--- src/rtl/pcsm_pkg.sv ---
`timescale 1ns / 1ps

package pcsm_pkg;

    // Default widths of the error sample and the integral accumulator
    localparam int ERROR_WIDTH_DEF = 16;
    localparam int ACCUM_WIDTH_DEF = 32;

    // Configuration port
    localparam int CFG_W     = 16;
    localparam int CFG_IDX_W = 3;

    typedef enum logic [CFG_IDX_W-1:0] {
        CFG_PROP_GAIN      = 3'd0,
        CFG_INTEG_GAIN     = 3'd1,
        CFG_DERIV_GAIN     = 3'd2,
        CFG_INTEGRAL_LIMIT = 3'd3,
        CFG_RATE_LIMIT     = 3'd4,
        CFG_OUTPUT_LIMIT   = 3'd5
    } t_cfg_idx;

    // Register reset values
    localparam logic [CFG_W-1:0] PROP_GAIN_RST      = 16'd256;
    localparam logic [CFG_W-1:0] INTEG_GAIN_RST     = 16'd0;
    localparam logic [CFG_W-1:0] DERIV_GAIN_RST     = 16'd0;
    localparam logic [CFG_W-1:0] INTEGRAL_LIMIT_RST = 16'd850;
    localparam logic [CFG_W-1:0] RATE_LIMIT_RST     = 16'd850;
    localparam logic [CFG_W-1:0] OUTPUT_LIMIT_RST   = 16'd90;

    // A symmetric clamp to a 16-bit limit fits in 17 signed bits
    localparam int CLAMP_W = CFG_W + 1;

    // Output magnitude and direction codes
    localparam int MAG_W = 16;
    localparam int DIR_W = 2;
    typedef logic signed [DIR_W-1:0] t_direction;
    localparam t_direction DIR_NONE = 2'sb00;
    localparam t_direction DIR_FWD  = 2'sb01;
    localparam t_direction DIR_BACK = 2'sb11;

    // Fraction bits of the Q8.8 gains
    localparam int FRAC_W = 8;

endpackage

--- src/rtl/pid_clamped_sign_magnitude.sv ---
`timescale 1ns / 1ps

// Channel   Handshake                       Payload
// input     i_in_valid / o_in_ready         i_error_sample
// output    o_out_valid / i_out_ready       o_direction, o_magnitude
// config    i_cfg_wr_en (no handshake)      i_cfg_index, i_cfg_wdata
//
// One sample per clock while the output is not stalled: five register stages (state update,
// clamps, three parallel multipliers, sum, sign/magnitude) each hold one item.
// A result passes the stage 1-4 registers and the output register before o_out_valid.
// Synchronous active-low reset returns configuration registers, valid flags,
// integral and previous error to their reset values. Each stage holds only
// while the stages after it are full and the output is stalled, so bubbles are
// filled and an empty output register always lets a new sample in.
module pid_clamped_sign_magnitude #(
    parameter int ERROR_WIDTH = pcsm_pkg::ERROR_WIDTH_DEF,
    parameter int ACCUM_WIDTH = pcsm_pkg::ACCUM_WIDTH_DEF
) (
    input  logic                                i_clk,
    input  logic                                i_rst_n,
    // sample input
    input  logic                                i_in_valid,
    output logic                                o_in_ready,
    input  logic signed [ERROR_WIDTH-1:0]       i_error_sample,
    // result output
    output logic                                o_out_valid,
    input  logic                                i_out_ready,
    output pcsm_pkg::t_direction                o_direction,
    output logic        [pcsm_pkg::MAG_W-1:0]   o_magnitude,
    // configuration writes
    input  logic                                i_cfg_wr_en,
    input  logic        [pcsm_pkg::CFG_IDX_W-1:0] i_cfg_index,
    input  logic        [pcsm_pkg::CFG_W-1:0]   i_cfg_wdata
);
    import pcsm_pkg::*;

    localparam int SUM_W  = ((ACCUM_WIDTH > ERROR_WIDTH) ? ACCUM_WIDTH : ERROR_WIDTH) + 1;
    localparam int DIFF_W = ERROR_WIDTH + 1;
    localparam int PP_W   = CFG_W + ERROR_WIDTH;
    localparam int PI_W   = CFG_W + CLAMP_W;
    localparam int CORR_W = ((PP_W > PI_W) ? PP_W : PI_W) + 2;
    localparam int SHR_W  = CORR_W - FRAC_W;

    localparam logic signed [SUM_W-1:0] ACC_MAX = SUM_W'({1'b0, {(ACCUM_WIDTH-1){1'b1}}});
    localparam logic signed [SUM_W-1:0] ACC_MIN = ~ACC_MAX;

    // Configuration registers
    logic signed [CFG_W-1:0] r_prop_gain;
    logic signed [CFG_W-1:0] r_integ_gain;
    logic signed [CFG_W-1:0] r_deriv_gain;
    logic        [CFG_W-1:0] r_integral_limit;
    logic        [CFG_W-1:0] r_rate_limit;
    logic        [CFG_W-1:0] r_output_limit;

    always_ff @(posedge i_clk) begin
        if (!i_rst_n) begin
            r_prop_gain      <= PROP_GAIN_RST;
            r_integ_gain     <= INTEG_GAIN_RST;
            r_deriv_gain     <= DERIV_GAIN_RST;
            r_integral_limit <= INTEGRAL_LIMIT_RST;
            r_rate_limit     <= RATE_LIMIT_RST;
            r_output_limit   <= OUTPUT_LIMIT_RST;
        end else if (i_cfg_wr_en) begin
            unique case (i_cfg_index)
                CFG_PROP_GAIN:      r_prop_gain      <= $signed(i_cfg_wdata);
                CFG_INTEG_GAIN:     r_integ_gain     <= $signed(i_cfg_wdata);
                CFG_DERIV_GAIN:     r_deriv_gain     <= $signed(i_cfg_wdata);
                CFG_INTEGRAL_LIMIT: r_integral_limit <= i_cfg_wdata;
                CFG_RATE_LIMIT:     r_rate_limit     <= i_cfg_wdata;
                CFG_OUTPUT_LIMIT:   r_output_limit   <= i_cfg_wdata;
                default: ;
            endcase
        end
    end

    // Pipeline valids and per-stage load enables
    logic r_s1_valid, r_s2_valid, r_s3_valid, r_s4_valid, r_out_valid;
    logic w_ld_out, w_ld4, w_ld3, w_ld2, w_ld1;
    logic w_in_xfer;

    assign w_ld_out   = !r_out_valid || i_out_ready;
    assign w_ld4      = !r_s4_valid || w_ld_out;
    assign w_ld3      = !r_s3_valid || w_ld4;
    assign w_ld2      = !r_s2_valid || w_ld3;
    assign w_ld1      = !r_s1_valid || w_ld2;
    assign w_in_xfer  = i_in_valid && w_ld1;
    assign o_in_ready = w_ld1;

    always_ff @(posedge i_clk) begin
        if (!i_rst_n) begin
            r_s1_valid  <= 1'b0;
            r_s2_valid  <= 1'b0;
            r_s3_valid  <= 1'b0;
            r_s4_valid  <= 1'b0;
            r_out_valid <= 1'b0;
        end else begin
            if (w_ld1)    r_s1_valid  <= i_in_valid;
            if (w_ld2)    r_s2_valid  <= r_s1_valid;
            if (w_ld3)    r_s3_valid  <= r_s2_valid;
            if (w_ld4)    r_s4_valid  <= r_s3_valid;
            if (w_ld_out) r_out_valid <= r_s4_valid;
        end
    end

    // Stage 1: saturating integral and difference, updated on each transfer
    logic signed [ACCUM_WIDTH-1:0] r_integral;
    logic signed [ERROR_WIDTH-1:0] r_prev_error;
    logic signed [SUM_W-1:0]       n_sum;
    logic signed [ACCUM_WIDTH-1:0] n_integral;
    logic signed [DIFF_W-1:0]      n_diff;

    always_comb begin
        n_sum = SUM_W'(r_integral) + SUM_W'(i_error_sample);
        if (n_sum > ACC_MAX) begin
            n_integral = ACC_MAX[ACCUM_WIDTH-1:0];
        end else if (n_sum < ACC_MIN) begin
            n_integral = ACC_MIN[ACCUM_WIDTH-1:0];
        end else begin
            n_integral = n_sum[ACCUM_WIDTH-1:0];
        end
        n_diff = DIFF_W'(i_error_sample) - DIFF_W'(r_prev_error);
    end

    always_ff @(posedge i_clk) begin
        if (!i_rst_n) begin
            r_integral   <= '0;
            r_prev_error <= '0;
        end else if (w_in_xfer) begin
            r_integral   <= n_integral;
            r_prev_error <= i_error_sample;
        end
    end

    logic signed [ERROR_WIDTH-1:0] r_s1_error;
    logic signed [ACCUM_WIDTH-1:0] r_s1_integral;
    logic signed [DIFF_W-1:0]      r_s1_diff;

    always_ff @(posedge i_clk) begin
        if (w_ld1) begin
            r_s1_error    <= i_error_sample;
            r_s1_integral <= n_integral;
            r_s1_diff     <= n_diff;
        end
    end

    // Stage 2: symmetric clamps
    logic signed [CLAMP_W-1:0] w_integ_clamp;
    logic signed [CLAMP_W-1:0] w_diff_clamp;

    pcsm_clamp #(.IN_W(ACCUM_WIDTH)) u_integ_clamp (
        .i_value (r_s1_integral),
        .i_limit (r_integral_limit),
        .o_value (w_integ_clamp)
    );

    pcsm_clamp #(.IN_W(DIFF_W)) u_diff_clamp (
        .i_value (r_s1_diff),
        .i_limit (r_rate_limit),
        .o_value (w_diff_clamp)
    );

    logic signed [ERROR_WIDTH-1:0] r_s2_error;
    logic signed [CLAMP_W-1:0]     r_s2_integ;
    logic signed [CLAMP_W-1:0]     r_s2_diff;

    always_ff @(posedge i_clk) begin
        if (w_ld2) begin
            r_s2_error <= r_s1_error;
            r_s2_integ <= w_integ_clamp;
            r_s2_diff  <= w_diff_clamp;
        end
    end

    // Stage 3: the three gain products
    logic signed [PP_W-1:0] r_s3_pp;
    logic signed [PI_W-1:0] r_s3_pi;
    logic signed [PI_W-1:0] r_s3_pd;

    always_ff @(posedge i_clk) begin
        if (w_ld3) begin
            r_s3_pp <= r_prop_gain * r_s2_error;
            r_s3_pi <= r_integ_gain * r_s2_integ;
            r_s3_pd <= r_deriv_gain * r_s2_diff;
        end
    end

    // Stage 4: correction sum in Q.8
    logic signed [CORR_W-1:0] r_s4_corr;

    always_ff @(posedge i_clk) begin
        if (w_ld4) begin
            r_s4_corr <= CORR_W'(r_s3_pp) + CORR_W'(r_s3_pi) + CORR_W'(r_s3_pd);
        end
    end

    // Stage 5: sign, absolute value, drop fraction, clamp to output limit
    logic [CORR_W-1:0]  n_abs;
    logic [SHR_W-1:0]   n_shr;
    t_direction         n_dir;
    logic [MAG_W-1:0]   n_mag;

    always_comb begin
        if (r_s4_corr[CORR_W-1]) begin
            n_abs = CORR_W'(-r_s4_corr);
            n_dir = DIR_BACK;
        end else if (r_s4_corr != '0) begin
            n_abs = CORR_W'(r_s4_corr);
            n_dir = DIR_FWD;
        end else begin
            n_abs = '0;
            n_dir = DIR_NONE;
        end
        n_shr = n_abs[CORR_W-1:FRAC_W];
        if (n_shr > SHR_W'(r_output_limit)) begin
            n_mag = r_output_limit;
        end else begin
            n_mag = n_shr[MAG_W-1:0];
        end
    end

    t_direction       r_direction;
    logic [MAG_W-1:0] r_magnitude;

    always_ff @(posedge i_clk) begin
        if (w_ld_out) begin
            r_direction <= n_dir;
            r_magnitude <= n_mag;
        end
    end

    assign o_out_valid = r_out_valid;
    assign o_direction = r_direction;
    assign o_magnitude = r_magnitude;

endmodule

--- src/rtl/pcsm_clamp.sv ---
`timescale 1ns / 1ps

module pcsm_clamp #(
    parameter int IN_W = 17
) (
    input  logic signed [IN_W-1:0]               i_value,
    input  logic        [pcsm_pkg::CFG_W-1:0]    i_limit,
    output logic signed [pcsm_pkg::CLAMP_W-1:0]  o_value
);
    import pcsm_pkg::*;

    localparam int CMP_W = ((IN_W > CLAMP_W) ? IN_W : CLAMP_W) + 1;

    logic signed [CMP_W-1:0] w_value;
    logic signed [CMP_W-1:0] w_pos_lim;
    logic signed [CMP_W-1:0] w_neg_lim;

    assign w_value   = CMP_W'(i_value);
    assign w_pos_lim = CMP_W'($signed({1'b0, i_limit}));
    assign w_neg_lim = -w_pos_lim;

    // Symmetric clamp to +-limit; a zero limit gives zero
    always_comb begin
        if (w_value > w_pos_lim) begin
            o_value = w_pos_lim[CLAMP_W-1:0];
        end else if (w_value < w_neg_lim) begin
            o_value = w_neg_lim[CLAMP_W-1:0];
        end else begin
            o_value = w_value[CLAMP_W-1:0];
        end
    end

endmodule

--- config.mk ---
export PLATFORM = sky130hd
export DESIGN_NAME = pid_clamped_sign_magnitude
export DESIGN_NICKNAME = d
export VERILOG_FILES = /design/src/rtl/pcsm_pkg.sv /design/src/rtl/pid_clamped_sign_magnitude.sv /design/src/rtl/pcsm_clamp.sv
export SDC_FILE = /design/constraint.sdc
export NUM_CORES = 2
export LEC_CHECK = 0
export ABC_AREA = 1
export BUFFER_PORTS_ARGS = -buffer_cell sky130_fd_sc_hd__buf_2
export CAP_MARGIN = 25
export CORE_UTILIZATION = 50
export CTS_CLUSTER_DIAMETER = 80
export DETAILED_ROUTE_END_ITERATION = 8
export GPL_ROUTABILITY_DRIVEN = 0
export PLACE_DENSITY = 0.66
export SYNTH_ARGS = -nofsm -noshare
export SYNTH_HDL_FRONTEND = slang
export SYNTH_SLANG_ARGS = --single-unit
export TNS_END_PERCENT = 10
--- constraint.sdc ---
create_clock -name i_clk -period 16.65 [get_ports i_clk]
set_clock_uncertainty 0.15 [all_clocks]
set_input_delay 1.665 -clock i_clk [delete_from_list [all_inputs] [get_ports i_clk]]
set_output_delay 1.665 -clock i_clk [all_outputs]
set_load 0.02 [all_outputs]
==> Yosys cells after proc, flatten, opt, wreduce, memory -nomap -nowiden <==
Index checks and enable logic that the tools add are counted.
{ "totals": {"wordCells": 78, "in_bits": 40, "output_inout_bits": 20, "register_bits": 415} }
{ "op_classes": {"addsub": 7, "n_eq_ne": 5, "mux": 10, "n_reduce_logical": 19, "n_mul": 3, "magnitude_cmp": 7} }
{ "ops": {"columns": ["op", "count"], "rows": [
  ["multiplier 16 x 17 -> 33 bit", 2],
  ["two-way mux 32 bit", 2],
  ["two-way mux 16 bit", 3],
  ["adder 34 x 33 -> 35 bit", 1],
  ["two-way mux 35 bit", 1],
  ["negation 35 bit", 1],
  ["nonzero test 35 bit", 1],
  ["adder 32 x 33 -> 34 bit", 1],
  ["two-way mux 17 bit", 2],
  ["two-way mux 34 bit", 1],
  ["adder 32 x 16 -> 33 bit", 1],
  ["> comparator 33 x 32 -> 1 bit, second input constant", 1],
  ["less-than comparator 32 x 33 -> 1 bit", 1],
  ["less-than comparator 33 x 32 -> 1 bit, second input constant", 1],
  ["negation 16 -> 33 bit", 1],
  ["> comparator 32 x 17 -> 1 bit", 1],
  ["multiplier 16 x 16 -> 32 bit", 1],
  ["> comparator 27 x 16 -> 1 bit", 1],
  ["less-than comparator 17 x 18 -> 1 bit", 1],
  ["negation 16 -> 18 bit", 1],
  ["> comparator 17 bit", 1],
  ["subtractor 16 x 16 -> 17 bit", 1],
  ["AND reduction 2 bit", 6],
  ["equality test 3 x 2 -> 1 bit, second input constant", 2],
  ["7 further kinds", 16]
]} }

==> Longest topological paths before layout <==
{ "logic_depth": {"word_depth": 7, "ltp_mapped": 28, "depth_no_buf": 26} }

==> Cells and area by module <==
Synthesis repeated with hierarchy kept, for this count alone.
{ "unflattened": {"cells_unflattened": 6805, "area_unflattened_um2": 55791.0} }
{ "modules_own_cells": {"columns": ["module", "instances", "area_each_um2", "cells_each", "seq_area_each_um2"], "rows": [
  ["pid_clamped_sign_magnitude", 1, 51770.9, 6115, 10970.5],
  ["pcsm_clamp (u_integ_clamp)", 1, 2219.6, 372, 0.0],
  ["pcsm_clamp (u_diff_clamp)", 1, 1800.5, 318, 0.0]
]} }

==> Worst setup path after synthesis <==
No wires, ideal clock.
{ "synth_path": {"path_kind": "input to output", "from": "in i_out_ready", "to": "out o_in_ready", "setup_slack_ps": 8929, "cell_stages": 10, "t_arrival_ps": 5906, "path_cell_list": "nor2_1 > inv_2 > nor2_1 > inv_2 > nor2_1 > inv_2 > nor2_1 > inv_2 > nor2_2 > inv_1"} }
{ "synth_via": {"elab_chain_len": 5} }
{ "synth_lines": {"columns": ["element", "line", "rtl"], "rows": [
  ["from (decl)", "pid_clamped_sign_magnitude.sv:27", "input logic i_out_ready,"],
  ["logical OR 1 bit", "pid_clamped_sign_magnitude.sv:81", "assign w_ld_out = !r_out_valid || i_out_ready;"],
  ["net w_ld_out", "pid_clamped_sign_magnitude.sv:78", "logic w_ld_out, w_ld4, w_ld3, w_ld2, w_ld1;"],
  ["logical OR 1 bit", "pid_clamped_sign_magnitude.sv:82", "assign w_ld4 = !r_s4_valid || w_ld_out;"],
  ["net w_ld4", "pid_clamped_sign_magnitude.sv:78", null],
  ["logical OR 1 bit", "pid_clamped_sign_magnitude.sv:83", "assign w_ld3 = !r_s3_valid || w_ld4;"],
  ["net w_ld3", "pid_clamped_sign_magnitude.sv:78", null],
  ["logical OR 1 bit", "pid_clamped_sign_magnitude.sv:84", "assign w_ld2 = !r_s2_valid || w_ld3;"],
  ["net w_ld2", "pid_clamped_sign_magnitude.sv:78", null],
  ["logical OR 1 bit", "pid_clamped_sign_magnitude.sv:85", "assign w_ld1 = !r_s1_valid || w_ld2;"],
  ["to (decl)", "pid_clamped_sign_magnitude.sv:23", "output logic o_in_ready,"]
]} }
The timed path passes the listed nets, and every way through them passes these cells.

==> Final worst setup path <==
Same ends and word-level chain as after synthesis.

==> out/summary.txt <==
Synthesis-to-layout area growth: 5.772%
Synth Area in Adders: 0.4019
Fillcell total: 10,330
Max Clk Rate: 144.1 MHz
Worst-margin pin slew: 1.135 ns
Critical setup path kind: in2out
Status: complete, no violations
Clock Sinks: 415
Cell area after synthesis: 0.05575 mm²
CP max stage cell: buf_4
Compound-Gate Fraction of Synth Area: 0.06189
Max FO, Critical Path: 52
Seq cells post-synth: 415
CTS Hold Buffers Added: 0
Initial core utilization: 0.5038
CP endpoint kind: output pin
First-pass GRT wire length: 237,500 µm
LEAKAGE: 0.03298 µW
Library cells used by synthesis: 53
Final Routed Wirelength: 145,800 µm
TNS Setup: 0 ns
Die Ht: 335.9 µm
VDD IR-drop max: 95.43 µV
Final net count: 8,108
Post-CTS sizing: 0
Setup WS post-layout: 9.712 ns
DR WL/cell: 17.50 µm
Most common cell after layout, fill and taps aside: inv_1
Vias per inst: 5.203
First DRT Iteration DRCs: 3,313
Root Driver: clkbuf_16
Main flop type after synthesis: edfxtp_1
Row count: 122
Required time worst endpoint: 14.84 ns
Most frequent cells in the layout: inv_1, nand2_1, fa_1
Final Setup Violations: 0
Pin count of the biggest net entering global routing: 72
Placed cell count: 8,221
Post-synthesis net count: 8,219
Min-Delay Path Class: reg2reg
Initial antenna violation count: 7
Clock Path Buffers: 3
GR Overflow Total: 0
Number of synthesized flops with an enable pin: 266
Via count: 43,340
Setup bufs post-CTS: 0
I/O Pins: 60
Yosys warns: 0
Core area: 0.1107 mm²
Critical Path AT: 5.12 ns
Overall global routing resource usage: 0.2681
Vias in the first global route: 44,240
Final period util: 0.4167
Pins Over Slew Limit: 0
Hpwl dp: 117,800 µm
Worst-Skew Late Latency: 0.62 ns
Die width: 335.9 µm
Register clock-pin slew on the reported worst setup and hold paths: 0.06 ns
CTS H-tree lvls: 2
Async set-reset flop share out of synthesis: 0
Max-slew headroom: 0.2426
Cell Count, Final, Fillers Out: 8,330
Syn Area/Cell: 8.083 µm²
Syn Inst Count: 6,898
Power per cell area: 115.6 mW/mm²
Detailed Routing Iterations Pass 1: 8
Mux cell area share after synthesis: 0
Final min period: 6.938 ns
Remaining DRCs: 0
CTS buffer count: 51
Nature of the critical path startpoint: input pin
Unrepaired setup endpoints after global routing: no
Hold Vio Cnt, Final: 0
Number of max-cap violations: 0
Synth Area in Simple Gates: 0.1736
Die Area: 0.1128 mm²
CTS tree: done
Place WS: 9.691 ns
CP Cell Sequence: buf_2, nor2_1, inv_2, nor2_1, inv_2, nor2_1, clkinv_2, nor2_1, inv_2, buf_4, nor2_2, inv_2, buf_2
Post-synthesis sequential area ratio: 0.1968
Largest family of logic cells by synthesized area: adder cells
IO buf count: 59
ANT nets after route: 0
Final core occ: 0.5329
Share of cells above drive strength 1: 0.03427
XOR/XNOR Fraction of Synth Area: 0.03268
CP max stage delay: 0.57 ns
layer usage:
layer | track usage | vias up | share of wire
met5 | 0 | - | 0.00034
met4 | 0.08822 | 6 | 0.033
met3 | 0.04187 | 266 | 0.075
met2 | 0.4398 | 1512 | 0.47
met1 | 0.3631 | 21090 | 0.42
li1 | - | 20470 | -
area by class of cell:
type / count / area, µm² / share of cell area
antenna: 13 / 32.53 / 0.0005516
clock buffer: 62 / 1348 / 0.02285
clock inverter: 33 / 440.4 / 0.007468
inverter: 1715 / 6440 / 0.1092
multi-input combinational: 4521 / 37370 / 0.6337
sequential: 415 / 10970 / 0.1860
tap: 1488 / 1862 / 0.03157
timing repair buffer: 83 / 510.5 / 0.008657
per-stage QoR:
stage	power [µW]	area (µm²)	hold slack (ns)
floorplan	4462	55750	0.2503
global placement	5517	57100	0.2586
detailed placement	5584	57120	0.2545
CTS	6792	58910	0.2709
global route	7397	58950	0.2780
finish	6815	58970	0.2698
worst paths after layout:
path | to | start | slack (ns) | cells after the start
worst min register to register | r_s2_error[12] | r_s1_error[12] | 0.27 | 0
worst min-delay path | r_s2_error[12] | r_s1_error[12] | 0.27 | 0
worst max-delay path | o_in_ready | i_out_ready | 9.71 | 13
worst max register to register | r_s3_pd[30] | r_deriv_gain[1] | 9.95 | 21
sequential cells by signal, summed over array words and instances (netlist names), 2 cells and up:
name / count
r_deriv_gain: 16
r_s2_error: 16
r_s3_pd: 33
r_s1_integral: 32
o_magnitude: 16
r_s4_corr: 35
r_prop_gain: 16
r_integral_limit: 16
r_s1_diff: 17
r_s3_pi: 33
r_integral: 32
r_integ_gain: 16
r_s2_integ: 17
r_output_limit: 16
o_direction: 2
r_s2_diff: 17
r_prev_error: 16
r_rate_limit: 16
r_s1_error: 16
r_s3_pp: 32
cells by family (layout without fill, tap and decap cells):
logic type | count (synthesis) | in the layout
compound gates | 632 | 632
xor+xnor | 208 | 208
buf+inv | 1962 | 1893
flops | 415 | 415
other cells | 0 | 13
fa+ha+maj | 1281 | 1281
simple gates | 2400 | 2400
critical path, delay by kind of cell:
family | cells | cell delay [ns]
buf+inv | 8 | 2.79
simple gates | 5 | 0.51
synthesized netlist by cell type, drive strengths merged (5+ instances only):
cell type | count | area [µm²]
edfxtp | 266 | 7988
clkbuf | 222 | 833.3
ha | 431 | 5393
nor2 | 474 | 1838
o211ai | 13 | 97.59
nand3b | 7 | 52.55
xor2 | 148 | 1296
a211oi | 5 | 37.54
dfxtp | 149 | 2983
nand3 | 216 | 1091
xnor2 | 60 | 525.5
inv | 1710 | 6419
nand4 | 37 | 231.5
a31o | 5 | 43.79
a31oi | 11 | 68.82
o21a | 9 | 67.56
o21ai | 247 | 1236
a21oi | 272 | 1365
o21bai | 21 | 157.7
nor4 | 24 | 156.4
a21boi | 13 | 97.59
or2 | 15 | 93.84
buf | 25 | 152.7
nand2 | 1585 | 5997
clkinv | 5 | 20.01
fa | 850 | 17020
nor3 | 38 | 190.2
a21o | 24 | 180.2
power breakdown:
part	switching, µW	internal (µW)
Clock	475	710
Combinational	2350	1320
Sequential	448	1510
Total	3270	3540
No activity file was read; power rests on OpenSTA's default activity.
